## src/rtl/kts_pkg.sv

```systemverilog
// ----------------------------------------------------------------------------
// kts_pkg: shared types and constants of the keyframe track sampler
// Key record layout, field codes, fixed-point constants and the constant
// tables of the sine polynomial.
// ----------------------------------------------------------------------------
`timescale 1ns / 1ps
`default_nettype none

package kts_pkg;

  // Track depth default
  localparam int MAX_KEYS = 64;

  // Datapath widths
  localparam int MUL_W     = 34;
  localparam int PROD_W    = 2 * MUL_W;
  localparam int DIVIDEND_W = 64;
  localparam int DIVISOR_W  = 33;

  // Input item kinds
  localparam logic KIND_LOAD   = 1'b0;
  localparam logic KIND_SAMPLE = 1'b1;

  // Value kinds
  localparam logic VK_VECTOR = 1'b0;
  localparam logic VK_QUAT   = 1'b1;

  // Configuration register indexes
  localparam logic [1:0] REG_VALUE_KIND   = 2'd0;
  localparam logic [1:0] REG_TRACK_TARGET = 2'd1;
  localparam logic [1:0] REG_KEY_COUNT    = 2'd2;

  // Target and result slot codes
  localparam logic [1:0] SLOT_POS   = 2'd0;
  localparam logic [1:0] SLOT_SCALE = 2'd1;
  localparam logic [1:0] SLOT_ROT   = 2'd2;
  localparam logic [1:0] SLOT_NONE  = 2'd3;

  // Q2.30 constants; COS_LERP_MIN is Q16.16
  localparam logic [30:0] ONE_Q30     = 31'd1073741824;
  localparam logic [30:0] HALF_PI_Q30 = 31'd1686629713;
  localparam logic [49:0] COS_LERP_MIN = 50'd65536;

  // Index of the last polynomial step in one sine evaluation
  localparam logic [2:0] POLY_LAST = 3'd4;

  // One stored keyframe
  typedef struct packed {
    logic signed [31:0] tval;
    logic signed [31:0] x;
    logic signed [31:0] y;
    logic signed [31:0] z;
    logic signed [31:0] w;
  } key_t;

  // Divisor k*(k+1) of polynomial step i, k running 10, 8, 6, 4, 2
  function automatic logic [6:0] poly_div(input logic [2:0] i);
    logic [6:0] d;
    case (i)
      3'd0:    d = 7'd110;
      3'd1:    d = 7'd72;
      3'd2:    d = 7'd42;
      3'd3:    d = 7'd20;
      default: d = 7'd6;
    endcase
    return d;
  endfunction

  // floor(2^32 / divisor) of polynomial step i
  function automatic logic [29:0] poly_recip(input logic [2:0] i);
    logic [29:0] m;
    case (i)
      3'd0:    m = 30'd39045157;
      3'd1:    m = 30'd59652323;
      3'd2:    m = 30'd102261126;
      3'd3:    m = 30'd214748364;
      default: m = 30'd715827882;
    endcase
    return m;
  endfunction

  // Clip a wide signed value to the signed 32-bit range
  function automatic logic signed [31:0] sat32(input logic signed [69:0] v);
    logic signed [31:0] r;
    if (v > 70'sd2147483647) begin
      r = 32'sh7fffffff;
    end else if (v < -70'sd2147483648) begin
      r = 32'sh80000000;
    end else begin
      r = v[31:0];
    end
    return r;
  endfunction

endpackage

`default_nettype wire

```

## src/rtl/kts_mul.sv

```systemverilog
// ----------------------------------------------------------------------------
// kts_mul: shared signed multiplier
// Product of the two operands, registered every cycle.
// ----------------------------------------------------------------------------
`timescale 1ns / 1ps
`default_nettype none

module kts_mul (
  input  wire logic                                clk_i,
  input  wire logic signed [kts_pkg::MUL_W-1:0]    a_i,
  input  wire logic signed [kts_pkg::MUL_W-1:0]    b_i,
  output logic signed [kts_pkg::PROD_W-1:0]        p_o
);

  logic signed [kts_pkg::PROD_W-1:0] p_q;

  always_ff @(posedge clk_i) begin
    p_q <= a_i * b_i;
  end

  assign p_o = p_q;

endmodule

`default_nettype wire

```

## config.mk

```make
export PLATFORM = sky130hd
export DESIGN_NAME = kts_mul
export DESIGN_NICKNAME = d
export VERILOG_FILES = /design/src/rtl/kts_pkg.sv /design/src/rtl/kts_mul.sv
export SDC_FILE = /design/constraint.sdc
export NUM_CORES = 2
export LEC_CHECK = 0
export BUFFER_PORTS_ARGS = -buffer_cell sky130_fd_sc_hd__buf_4
export CORE_ASPECT_RATIO = 0.8
export CORE_MARGIN = 3
export CORE_UTILIZATION = 50
export CTS_CLUSTER_SIZE = 28
export DETAILED_ROUTE_END_ITERATION = 7
export PLACE_DENSITY = 0.66
export SYNTH_ARGS = -nofsm -noshare
export SYNTH_HDL_FRONTEND = slang
export SYNTH_SLANG_ARGS = --single-unit
```

## constraint.sdc

```tcl
create_clock -name clk_i -period 27.8 [get_ports clk_i]
set_input_delay 5.56 -clock clk_i [delete_from_list [all_inputs] [get_ports clk_i]]
set_output_delay 5.56 -clock clk_i [all_outputs]
set_load 0.01 [all_outputs]
```

Word level (Yosys, flattened, before mapping)
Cells that the tools add are included.
Word-level totals
  output and inout bits: 68
  register bits: 68
  word-level logic and storage cells: 2
  bits of input ports: 69
  memories: 0
  latch bits: 0
  RAM bits: 0
  memory bits (read-only): 0
Operators by class
  add/sub/neg operators: 0
  mux-type cells: 0
  multipliers: 1
  bitwise logic cells: 0
  divide/modulo/power cells: 0
  order comparisons: 0
  reduce and logical (&&, ||, !) cells: 0
  shift operators: 0
  eq/ne operators: 0
Operator list (count)
  $mul A34 B34 Y68: 1

Longest topological paths before layout
  depth after elaboration: 1
  gate-level depth with buffers: 31
  mapped depth without buffers: 29

Worst setup path after synthesis
No wires, ideal clock.
  path type: input to register
  start: in a_i[33] (netlist bit)
  end: reg p_q (netlist bit p_o[65])
  data required time: 27.728 ns
  cell stages on the path: 24
  arrival time: 12.978 ns
  path slack: 14.750 ns
  library setup time: 0.072 ns
  path buffers: 2
  path through: clkbuf_1 -> nand2_1 -> inv_1 -> fa_1 -> fa_1 -> fa_1 -> fa_1 -> inv_1 -> fa_1 -> fa_1 -> fa_1 -> fa_1 -> inv_1 -> ha_1 -> clkdlybuf4s50_2 -> nand3_1 -> or2_2 -> nor2_1 -> a221oi_1 -> o21ai_0 -> a31oi_2 -> nor2_2 -> o41ai_2 -> xnor2_1
On the way
  word-level cells in the longest chain between the ends: 1
RTL lines
  from (decl): line kts_mul.sv:10  | input wire logic signed [kts_pkg::MUL_W-1:0] a_i,
  $mul A34 B34 Y68: line kts_mul.sv:18  | p_q <= a_i * b_i;
  to (signal assigned): line kts_mul.sv:18
  to (decl): line kts_mul.sv:15  | logic signed [kts_pkg::PROD_W-1:0] p_q;
No other way between the ends.

Worst setup path after layout
  start: in b_i[33] (netlist bit)
  end: reg p_q (netlist bit p_o[66])
On the way
  word-level cells in the longest chain between the ends: 1
RTL lines
  from (decl): line kts_mul.sv:11  | input wire logic signed [kts_pkg::MUL_W-1:0] b_i,
  $mul A34 B34 Y68: line kts_mul.sv:18
No other way between the ends.

==> reports/qor.txt <==
area grow syn2layout: 4.37%
Syn. warnings: 0
Reg area: 1360 um2
Rel. slew slack: 24.4%
sequential area share after synthesis: 3.16%
die area: 89600 um2
cell count after synthesis: 4554
die width: 334 um
Ports: 137
Synth Area in Adders: 63.7%
post-synthesis mux area share: 0%
most frequent cells in the layout: 1241 x fa_1, 1231 x inv_1, 621 x and2_1
max cap viols: 0
Avg WL per Cell: 21.6 um
Non-Filler Instances: 5601
WHS: 5.62 ns
Synth Area in Simple Gates: 15.4%
floorplan core area: 84600 um2
min-delay worst type: in -> reg
total negative slack: 0 ns
crit path max fanout: 15
Initial DRC Count: 2527
Yosys top cell by area: fa_1
Nets: 5993
CP arrival: 13.56 ns
RSZ-0062 raised after global routing: false
Worst setup SP type: input pin
largest net degree at the start of global routing: 35
XOR/XNOR Fraction of Synth Area: 1.61%
# hold bufs at CTS: 0
initial antenna violation count: 6
post-synthesis cell area: 43000 um2
critical path class: in -> reg
critical path's most frequent cell: fa_1
RePlAce Congestion: 0.925
CTS buffer count: 9
post-synth top area share: 57.7%
Compound-Gate Fraction of Synth Area: 3.35%
Max Root-Sink Buffers: 2
final hold violation count: 0
Num Clock Sinks: 68
via-per-instance ratio: 5.28
largest family of logic cells by synthesized area: adder cells
FF+latch count, synth: 68
Syn Nets: 6068
initial core utilization: 50.8%
asr flop ratio synth: 0%
drc violations: 0
delay-heaviest family, CP: adder cells
Crit. End Element: flip-flop
CTS root buf: clkbuf_16
Final Max Slew Viols: 0
critical path required time: 28.12 ns
IO buf count: 136
status: completed
H-tree depth: 3
GRT overflow: 0
Die H: 268 um
Tot GR Track Use: 28.5%
number of buffers and inverters on the critical path: 5
HPWL after DPL: 93200 um
Largest register FFs: 68
post-cts gate resize count: 0
Post-Place Cells: 5583
slowest CP cell: clkinv_1
first-pass GRT wire length: 192000 um
crit path time final: 13.24 ns
final period utilization: 47.6%
EDFF count, synth: 0
FMAX: 75.5 MHz
most common cell after layout, fill and taps aside: fa_1
Setup Buffers After CTS: 0
vias in the first global route: 31700
top_reg_cell synth: dfxtp_1
Post-DRT Antenna Nets: 0
Pre-Repair DR Iteration Count: 5
Final Setup Violations: 0
Synth Area per Inst: 9.45 um2
CTS clk-pin slew, worst paths: 0.08 ns
wire length after detailed routing: 121000 um
ratio of cells with drive above 1 in the final layout: 4.26%
Tightest Pin Transition: 1.13 ns
Cell variety after synth: 69
Synth area leaders: fa_1 58%, inv_1 11%, and2_1 9.0%, ha_1 5.9%, nand2_1 4.7%
CTS tree: built
Multi-input gate area: 36100 um2
slowest stage delay, CP: 0.67 ns
Filler Cells Inserted: 7754
total number of vias: 29600
FP Rows: 95
## routing by layer
metal / part of all wire [%] / track usage [%] / vias up
met5: 0.044 / 0.208 / -
met4: 1.3 / 4.25 / 6
met3: 13 / 9.83 / 118
met2: 41 / 39.4 / 1452
met1: 45 / 44.0 / 15400
li1: - / - / 12600
## final timing paths
check,slack (ns),endpoint,cells past startpoint,startpoint
max,14.56,p_o[66]$_DFF_P_,25,b_i[33]
min,5.62,p_o[0]$_DFF_P_,2,b_i[0]
## synthesized netlist by cell type, types with 3 or more instances
library cell and number:
fa_1 1241, inv_1 1231, and2_1 621, nand2_1 542
clkbuf_1 214, ha_1 204, dfxtp_1 68, a21oi_1 61
xnor2_1 56, nor2_1 54, a21o_1 37, o21ai_0 31
xor2_1 23, nand2b_1 20, o21bai_1 12, nand3_1 11
nand4_1 11, nor2b_1 9, a31oi_1 7, o21ai_1 7
a211oi_1 6, and3_1 5, nor3_1 5, buf_4 4
o21a_1 4, or2_2 4, a221oi_1 3, and3_2 3
o211ai_1 3, o41ai_1 3, o41ai_2 3
## area by class of cell
cell class	count	area share, %
antenna	2	0.0111
clock buffer	9	0.502
inverter	1232	10.3
multi-input combinational	3026	80.5
sequential	68	3.03
clock inverter	7	0.184
tap	1115	3.11
timing repair buffer	142	2.37
## metrics by stage
stage	utilization, %	worst slack (ns)	area (um2)
final	53.1	14.56	44900
after global routing	53.1	14.10	44900
after CTS	53.1	14.57	44900
after detailed placement	52.7	14.18	44600
after global placement	52.7	14.18	44600
after floorplan	-	14.75	43000
## cells by family (layout without fill, tap and decap cells)
| group | Yosys count | in the layout |
|---|---|---|
| XOR/XNOR | 79 | 79 |
| buffers and inverters | 1460 | 1390 |
| flip-flops | 68 | 68 |
| adder cells (fa/ha/maj) | 1445 | 1445 |
| other | 0 | 2 |
| AND/OR/NAND/NOR | 1296 | 1296 |
| AO/OA/AOI/OAI | 206 | 206 |
Power is not shown: default switching activity piles up to over one toggle a cycle in this logic, so the estimate is an artifact.
