**src/rtl/kts_pkg.sv**
```systemverilog
// ----------------------------------------------------------------------------
// kts_pkg: shared types and constants of the keyframe track sampler
// Key record layout, field codes, fixed-point constants and the constant
// tables of the sine polynomial.
// ----------------------------------------------------------------------------
`timescale 1ns / 1ps
`default_nettype none

package kts_pkg;

  // Track depth default
  localparam int MAX_KEYS = 64;

  // Datapath widths
  localparam int MUL_W     = 34;
  localparam int PROD_W    = 2 * MUL_W;
  localparam int DIVIDEND_W = 64;
  localparam int DIVISOR_W  = 33;

  // Input item kinds
  localparam logic KIND_LOAD   = 1'b0;
  localparam logic KIND_SAMPLE = 1'b1;

  // Value kinds
  localparam logic VK_VECTOR = 1'b0;
  localparam logic VK_QUAT   = 1'b1;

  // Configuration register indexes
  localparam logic [1:0] REG_VALUE_KIND   = 2'd0;
  localparam logic [1:0] REG_TRACK_TARGET = 2'd1;
  localparam logic [1:0] REG_KEY_COUNT    = 2'd2;

  // Target and result slot codes
  localparam logic [1:0] SLOT_POS   = 2'd0;
  localparam logic [1:0] SLOT_SCALE = 2'd1;
  localparam logic [1:0] SLOT_ROT   = 2'd2;
  localparam logic [1:0] SLOT_NONE  = 2'd3;

  // Q2.30 constants; COS_LERP_MIN is Q16.16
  localparam logic [30:0] ONE_Q30     = 31'd1073741824;
  localparam logic [30:0] HALF_PI_Q30 = 31'd1686629713;
  localparam logic [49:0] COS_LERP_MIN = 50'd65536;

  // Index of the last polynomial step in one sine evaluation
  localparam logic [2:0] POLY_LAST = 3'd4;

  // One stored keyframe
  typedef struct packed {
    logic signed [31:0] tval;
    logic signed [31:0] x;
    logic signed [31:0] y;
    logic signed [31:0] z;
    logic signed [31:0] w;
  } key_t;

  // Divisor k*(k+1) of polynomial step i, k running 10, 8, 6, 4, 2
  function automatic logic [6:0] poly_div(input logic [2:0] i);
    logic [6:0] d;
    case (i)
      3'd0:    d = 7'd110;
      3'd1:    d = 7'd72;
      3'd2:    d = 7'd42;
      3'd3:    d = 7'd20;
      default: d = 7'd6;
    endcase
    return d;
  endfunction

  // floor(2^32 / divisor) of polynomial step i
  function automatic logic [29:0] poly_recip(input logic [2:0] i);
    logic [29:0] m;
    case (i)
      3'd0:    m = 30'd39045157;
      3'd1:    m = 30'd59652323;
      3'd2:    m = 30'd102261126;
      3'd3:    m = 30'd214748364;
      default: m = 30'd715827882;
    endcase
    return m;
  endfunction

  // Clip a wide signed value to the signed 32-bit range
  function automatic logic signed [31:0] sat32(input logic signed [69:0] v);
    logic signed [31:0] r;
    if (v > 70'sd2147483647) begin
      r = 32'sh7fffffff;
    end else if (v < -70'sd2147483648) begin
      r = 32'sh80000000;
    end else begin
      r = v[31:0];
    end
    return r;
  endfunction

endpackage

`default_nettype wire

```
**src/rtl/kts_div.sv**
```systemverilog
// ----------------------------------------------------------------------------
// kts_div: shared unsigned divider
// Restoring division, one quotient bit per cycle; done pulses when the
// quotient is ready.
// ----------------------------------------------------------------------------
`timescale 1ns / 1ps
`default_nettype none

module kts_div (
  input  wire logic                                 clk_i,
  input  wire logic                                 rst_ni,
  input  wire logic                                 start_i,
  input  wire logic [kts_pkg::DIVIDEND_W-1:0]       dividend_i,
  input  wire logic [kts_pkg::DIVISOR_W-1:0]        divisor_i,
  output logic                                      done_o,
  output logic [kts_pkg::DIVIDEND_W-1:0]            quotient_o
);

  localparam int NW = kts_pkg::DIVIDEND_W;
  localparam int DW = kts_pkg::DIVISOR_W;
  localparam int CW = $clog2(NW);

  logic          busy_q, done_q;
  logic [CW-1:0] cnt_q;
  logic [DW-1:0] rem_q, dvs_q;
  logic [NW-1:0] quo_q;

  logic [DW:0]   rem_sh, rem_sub;
  logic          ge;

  // one restoring step
  always_comb begin
    rem_sh  = {rem_q, quo_q[NW-1]};
    ge      = rem_sh >= {1'b0, dvs_q};
    rem_sub = rem_sh - {1'b0, dvs_q};
  end

  always_ff @(posedge clk_i or negedge rst_ni) begin
    if (!rst_ni) begin
      busy_q <= 1'b0;
      done_q <= 1'b0;
      cnt_q  <= '0;
      rem_q  <= '0;
      dvs_q  <= '0;
      quo_q  <= '0;
    end else begin
      done_q <= 1'b0;
      if (start_i) begin
        busy_q <= 1'b1;
        cnt_q  <= '0;
        rem_q  <= '0;
        dvs_q  <= divisor_i;
        quo_q  <= dividend_i;
      end else if (busy_q) begin
        rem_q <= ge ? rem_sub[DW-1:0] : rem_sh[DW-1:0];
        quo_q <= {quo_q[NW-2:0], ge};
        cnt_q <= cnt_q + 1'b1;
        if (cnt_q == CW'(NW - 1)) begin
          busy_q <= 1'b0;
          done_q <= 1'b1;
        end
      end
    end
  end

  assign done_o     = done_q;
  assign quotient_o = quo_q;

endmodule

`default_nettype wire

```
**config.mk**
```make
export PLATFORM = sky130hd
export DESIGN_NAME = kts_div
export DESIGN_NICKNAME = d
export VERILOG_FILES = /design/src/rtl/kts_pkg.sv /design/src/rtl/kts_div.sv
export SDC_FILE = /design/constraint.sdc
export NUM_CORES = 1
export LEC_CHECK = 0
export ABC_CLOCK_PERIOD_IN_PS = 4200
export BUFFER_PORTS_ARGS = -buffer_cell sky130_fd_sc_hd__buf_2
export CORE_ASPECT_RATIO = 2
export CORE_UTILIZATION = 55
export DETAILED_ROUTE_END_ITERATION = 6
export GPL_ROUTABILITY_DRIVEN = 0
export PLACE_DENSITY = 0.8
export SLEW_MARGIN = 10
export SYNTH_ARGS = -nofsm -noshare
export SYNTH_HDL_FRONTEND = slang
export SYNTH_SLANG_ARGS = --single-unit
```
**constraint.sdc**
```tcl
create_clock -name clk_i -period 4.2 [get_ports clk_i]
set_clock_uncertainty 0.05 [all_clocks]
set_input_delay 0 -clock clk_i [delete_from_list [all_inputs] [get_ports clk_i]]
set_output_delay 0 -clock clk_i [all_outputs]
set_load 0.01 [all_outputs]
```
; Word-level counts from Yosys, hierarchy flattened
; Cells that the tools add are included.
[totals]
regBits = 138
inputBits = 100
output_inout_bits = 65
wordCells = 24
[classes]
add_sub_neg = 2
magnitude_cmp = 1
n_eq_ne = 1
mux = 13
reduce_logical = 1
[ops]
columns = operator, n
row1 = $mux W64, 2
row2 = $mux W33, 3
row3 = $ge A34 B33 Y1, 1
row4 = $sub A33 B33 Y33, 1
row5 = $mux W6, 2
row6 = $add A6 B1 Y6 const B, 1
row7 = $eq A6 B6 Y1 const B, 1
row8 = $mux W1, 6
row9 = $reduce_bool A2 Y1, 1

; Longest topological paths before layout
[depth]
word_depth = 4
ltp_mapped = 12
depth_no_buf = 11

; Least setup slack after synthesis
; OpenSTA, ideal clock, no wires.
[synth_path]
path_kind = reg2reg
startpoint = register quo_q[63], in the netlist quotient_o[63]
endpoint = register rem_q[28]
setup_time_ns = 0.096
arrival_time_ns = 2.682
required_ns = 4.054
path_slack_ns = 1.372
stages_incl_launch_ff = 12
n_path_buf = 0
synth_period_minus_slack_ns = 2.828
cell_sequence = dfrtp_1 inv_1 ha_1 fa_1 nor2b_1 o211ai_1 a21oi_1 a21o_1 a211oi_1 o21ba_1 or4_4 a311oi_2
[synth_between]
elab_chain_cells = 4
word_cells_on_any_way = 5
cone_classes = 1 x add/sub / 1 x order compare / 3 x mux
[synth_rtl]
columns = element, line
row1 = from (decl), kts_div.sv:26  ; logic [NW-1:0] quo_q;
row2 = from (signal assigned), kts_div.sv:53  ; quo_q <= dividend_i;
row3 = from (signal assigned), kts_div.sv:56  ; quo_q <= {quo_q[NW-2:0], ge};
row4 = $sub A33 B33 Y33 or $ge A34 B33 Y1 (tied branches), "kts_div.sv:35, kts_div.sv:34"
row5 = $mux W33 *, kts_div.sv:55  ; rem_q <= ge ? rem_sub[DW-1:0] : rem_sh[DW-1:0];
row6 = $mux W33 *, kts_div.sv:54  ; end else if (busy_q) begin
row7 = $mux W33 *, kts_div.sv:48  ; if (start_i) begin
row8 = to (signal assigned), kts_div.sv:55
row9 = to (decl), kts_div.sv:25  ; logic [DW-1:0] rem_q, dvs_q;
; Every way passes the cells marked *; elsewhere a longest branch is shown, timed or not. The select of a mux whose other input is x is not followed.
; A chain may end at the register's enable or synchronous reset.

; Final worst setup path
; Same ends and word-level chain as after synthesis.

==> run_results.csv <==
group,metric,value,unit
floorplan,die_h,173,um
yosys,synth-seq-area-share,0.431,
detailed_routing,wl,22900,um
global_route,grt.overflow.total,0,
clock_tree,cts.root.buffer_cell,"clkbuf_16",
floorplan,dieArea,15100,um^2
sta,timing.final.crit_share,0.774,
yosys,ys.flop_type,"dfrtp_1",
pwr,p_per_area,543,nW/um^2
yosys,synth-edff-count,0,
placement,hpwlAfterDp,13500,um
hold_path,hold_class,"in2reg",
yosys,yosysWarnings,0,
pwr,p_leak,5.42,nW
sta,relSlewSlack,0.344,
yosys,synth_cells,878,
finish,final_nets,1243,
setup_path,start_kind,"flip-flop",
detailed_routing,drt_iter0_drc,520,
sta,setup-violations-final,0,
yosys,ys_ff_latch,138,
status,outcome,"complete, no violations",
clock_tree,cts_tree,"built",
detailed_routing,drc,0,
clock_tree,clkTransAtPathRegs,0.06,ns
placement,io_buffers,164,
setup_path,cp.required,4.49,ns
sta,slew_viol_final,0,
clock_tree,cts_max_level,4,
run,drv_cap,0,
global_route,grt_usage,0.319,
setup_path,worstSetupEndpointType,"flip-flop",
finish,syn_to_final_growth,30.0,%
placement,placed_cells,1183,
yosys,syn_area_per_cell,9.14,um^2
sta,worstMarginPinSlew,0.983,ns
floorplan,std_cell_rows,62,
finish,nFillCells,1010,
finish,drive_gt1_frac,0.191,
finish,finalNonFillerCells,1312,
sta,tns,0,ns
detailed_routing,avgRoutedWirePerCell,17.4,um
global_route,grt_pass1_wl,37300,um
finish,num_antenna_cells,0,
detailed_routing,ant_nets,0,
global_route,grt_pass1_vias,7836,
clock_tree,cts_resized,0,
floorplan,core,14300,um^2
detailed_routing,vias_per_cell,5.78,
sta,fin_crit,3.25,ns
global_route,antenna_found_initial,0,
setup_path,cp_max_fo,11,
pwr,irDropWorstVdd,0.000467,V
sta,hold_viol_final,0,
floorplan,start_util,0.562,
sta,fmax,307,MHz
detailed_routing,vias,7586,
yosys,synth.distinct_cells,60,
detailed_routing,dr.pass1.iters,5,
setup_path,critPathArrivalTime,3.54,ns
global_route,grt_max_degree,106,
clock_tree,clk_latency,0.43,ns
clock_tree,cts_max_path_buffers,2,
yosys,syn-cell-area,8020,um^2
yosys,synth.net_count,1013,
clock_tree,cts.sinks,138,
sta,grt_setup_unrepaired,"false",
setup_path,critPathKind,"reg2reg",
floorplan,die_w,87.4,um
yosys,synthArstFlopShare,1.00,
floorplan,ios,165,
clock_tree,numCtsBuffers,17,
## repair_timing
item,CTS,global route
endpoints found under the hold margin,199,0
buffers inserted,0,0
hold buffers,98,0
## logic make-up (layout without fill, tap and decap cells)
| family | Yosys count | after routing | synth area share |
|---|---|---|---|
| fa+ha+maj | 35 | 35 | 0.0555 |
| compound gates | 249 | 249 | 0.188 |
| xor+xnor | 32 | 32 | 0.0349 |
| buf+inv | 100 | 342 | 0.0493 |
| mux | 87 | 87 | 0.109 |
| flops | 138 | 138 | 0.431 |
| simple gates | 237 | 237 | 0.133 |
## cells in the mapped netlist (all sizes together) (3+ instances only)
library cell | count | area share
a21o | 15 | 0.014
inv | 43 | 0.020
nor2b | 7 | 0.0055
a31o | 4 | 0.0044
a31oi | 4 | 0.0031
and2 | 3 | 0.0023
xor2 | 17 | 0.019
o21ai | 122 | 0.076
o21bai | 3 | 0.0028
o211ai | 7 | 0.0066
clkbuf | 37 | 0.017
nand2b | 5 | 0.0039
or3 | 7 | 0.0055
and3 | 4 | 0.0031
nand2 | 126 | 0.059
nor3 | 5 | 0.0031
ha | 34 | 0.053
nand3 | 4 | 0.0025
dfrtp | 138 | 0.43
a211oi | 30 | 0.028
a21oi | 35 | 0.022
xnor2 | 15 | 0.016
a41oi | 3 | 0.0033
o22ai | 4 | 0.0031
nand4 | 15 | 0.012
buf | 20 | 0.012
nor2 | 47 | 0.022
mux2i | 84 | 0.10
a311oi | 4 | 0.0051
mux2 | 3 | 0.0042
nor3b | 4 | 0.0037
## sequential cells by signal, summed over array words and instances (netlist names)
register	count
quotient_o	64
dvs_q	33
rem_q	33
cnt_q	6
busy_q	1
done_o	1
## layout make-up
cell class / count / area [um^2] / area share
Clock buffer: 20 / 447 / 0.0428
Clock inverter: 11 / 76.3 / 0.00732
Sequential cell: 138 / 3460 / 0.331
Tap cell: 192 / 240 / 0.0230
Timing Repair Buffer: 268 / 1870 / 0.179
Multi-Input combinational cell: 640 / 4180 / 0.400
Inverter: 43 / 161 / 0.0155
## critical path, stage by stage, from the launching register on
cell,delay (ns)
dfrtp_1,0.36
inv_1,0.06
ha_1,0.22
fa_1,0.41
nor2b_1,0.17
o211ai_1,0.12
a21oi_1,0.28
a21o_1,0.18
a211oi_1,0.12
o21ba_1,0.36
or4_4,0.59
a311oi_2,0.23
## layer usage
| layer | share of wire | track usage |
|---|---|---|
| met1 | 0.36 | 0.341 |
| met4 | 0.058 | 0.192 |
| met2 | 0.53 | 0.557 |
| met3 | 0.047 | 0.0687 |
| met5 | 0 | 0 |
## metrics by stage
stage                     hold slack [ns]  power [mW]  cell area [um^2]  utilization  setup slack, ns
after global routing               0.0805        6.01             10400        0.731            0.723
after CTS                          0.0292        5.62             10400        0.731            0.963
after floorplan                    -0.346        3.60              8020            -             1.37
final                              0.0391        5.67             10400        0.731            0.948
after detailed placement            0.139        4.17              8930        0.625            0.961
after global placement              0.134        4.14              8930        0.625             1.03
## worst paths after layout
kind	startpoint	endpoint	slack, ns	cells past startpoint
worst min-delay path	start_i	quotient_o[13]	0.04	3
min in group asynchronous	rst_ni	rem_q[5]	0.18	2
worst max register to register	quotient_o[63]	rem_q[28]	0.95	11
worst max-delay path	quotient_o[63]	rem_q[28]	0.95	11
max in group asynchronous	rst_ni	quotient_o[39]	2.89	3
worst min register to register	dvs_q[30]	dvs_q[30]	0.48	2
## where the power goes
part           switching (mW)  internal (mW)  total [mW]  leakage, nW
clock                   0.597          0.764        1.36        0.248
sequential              0.183           1.56        1.74         1.73
combinational            1.46           1.11        2.57         3.44
total                    2.24           3.43        5.67         5.42
## placed cells by master (no fill, tap or decap), types with 34 or more instances in the layout
cell type        n
ha_1            34
dfrtp_1        137
mux2i_1         84
nand2_1        125
o21ai_0        120
nor2_1          47
dlygate4sd3_1   98
inv_1           43
buf_2          162
a21oi_1         35
Power figures use the tool's default switching activity.
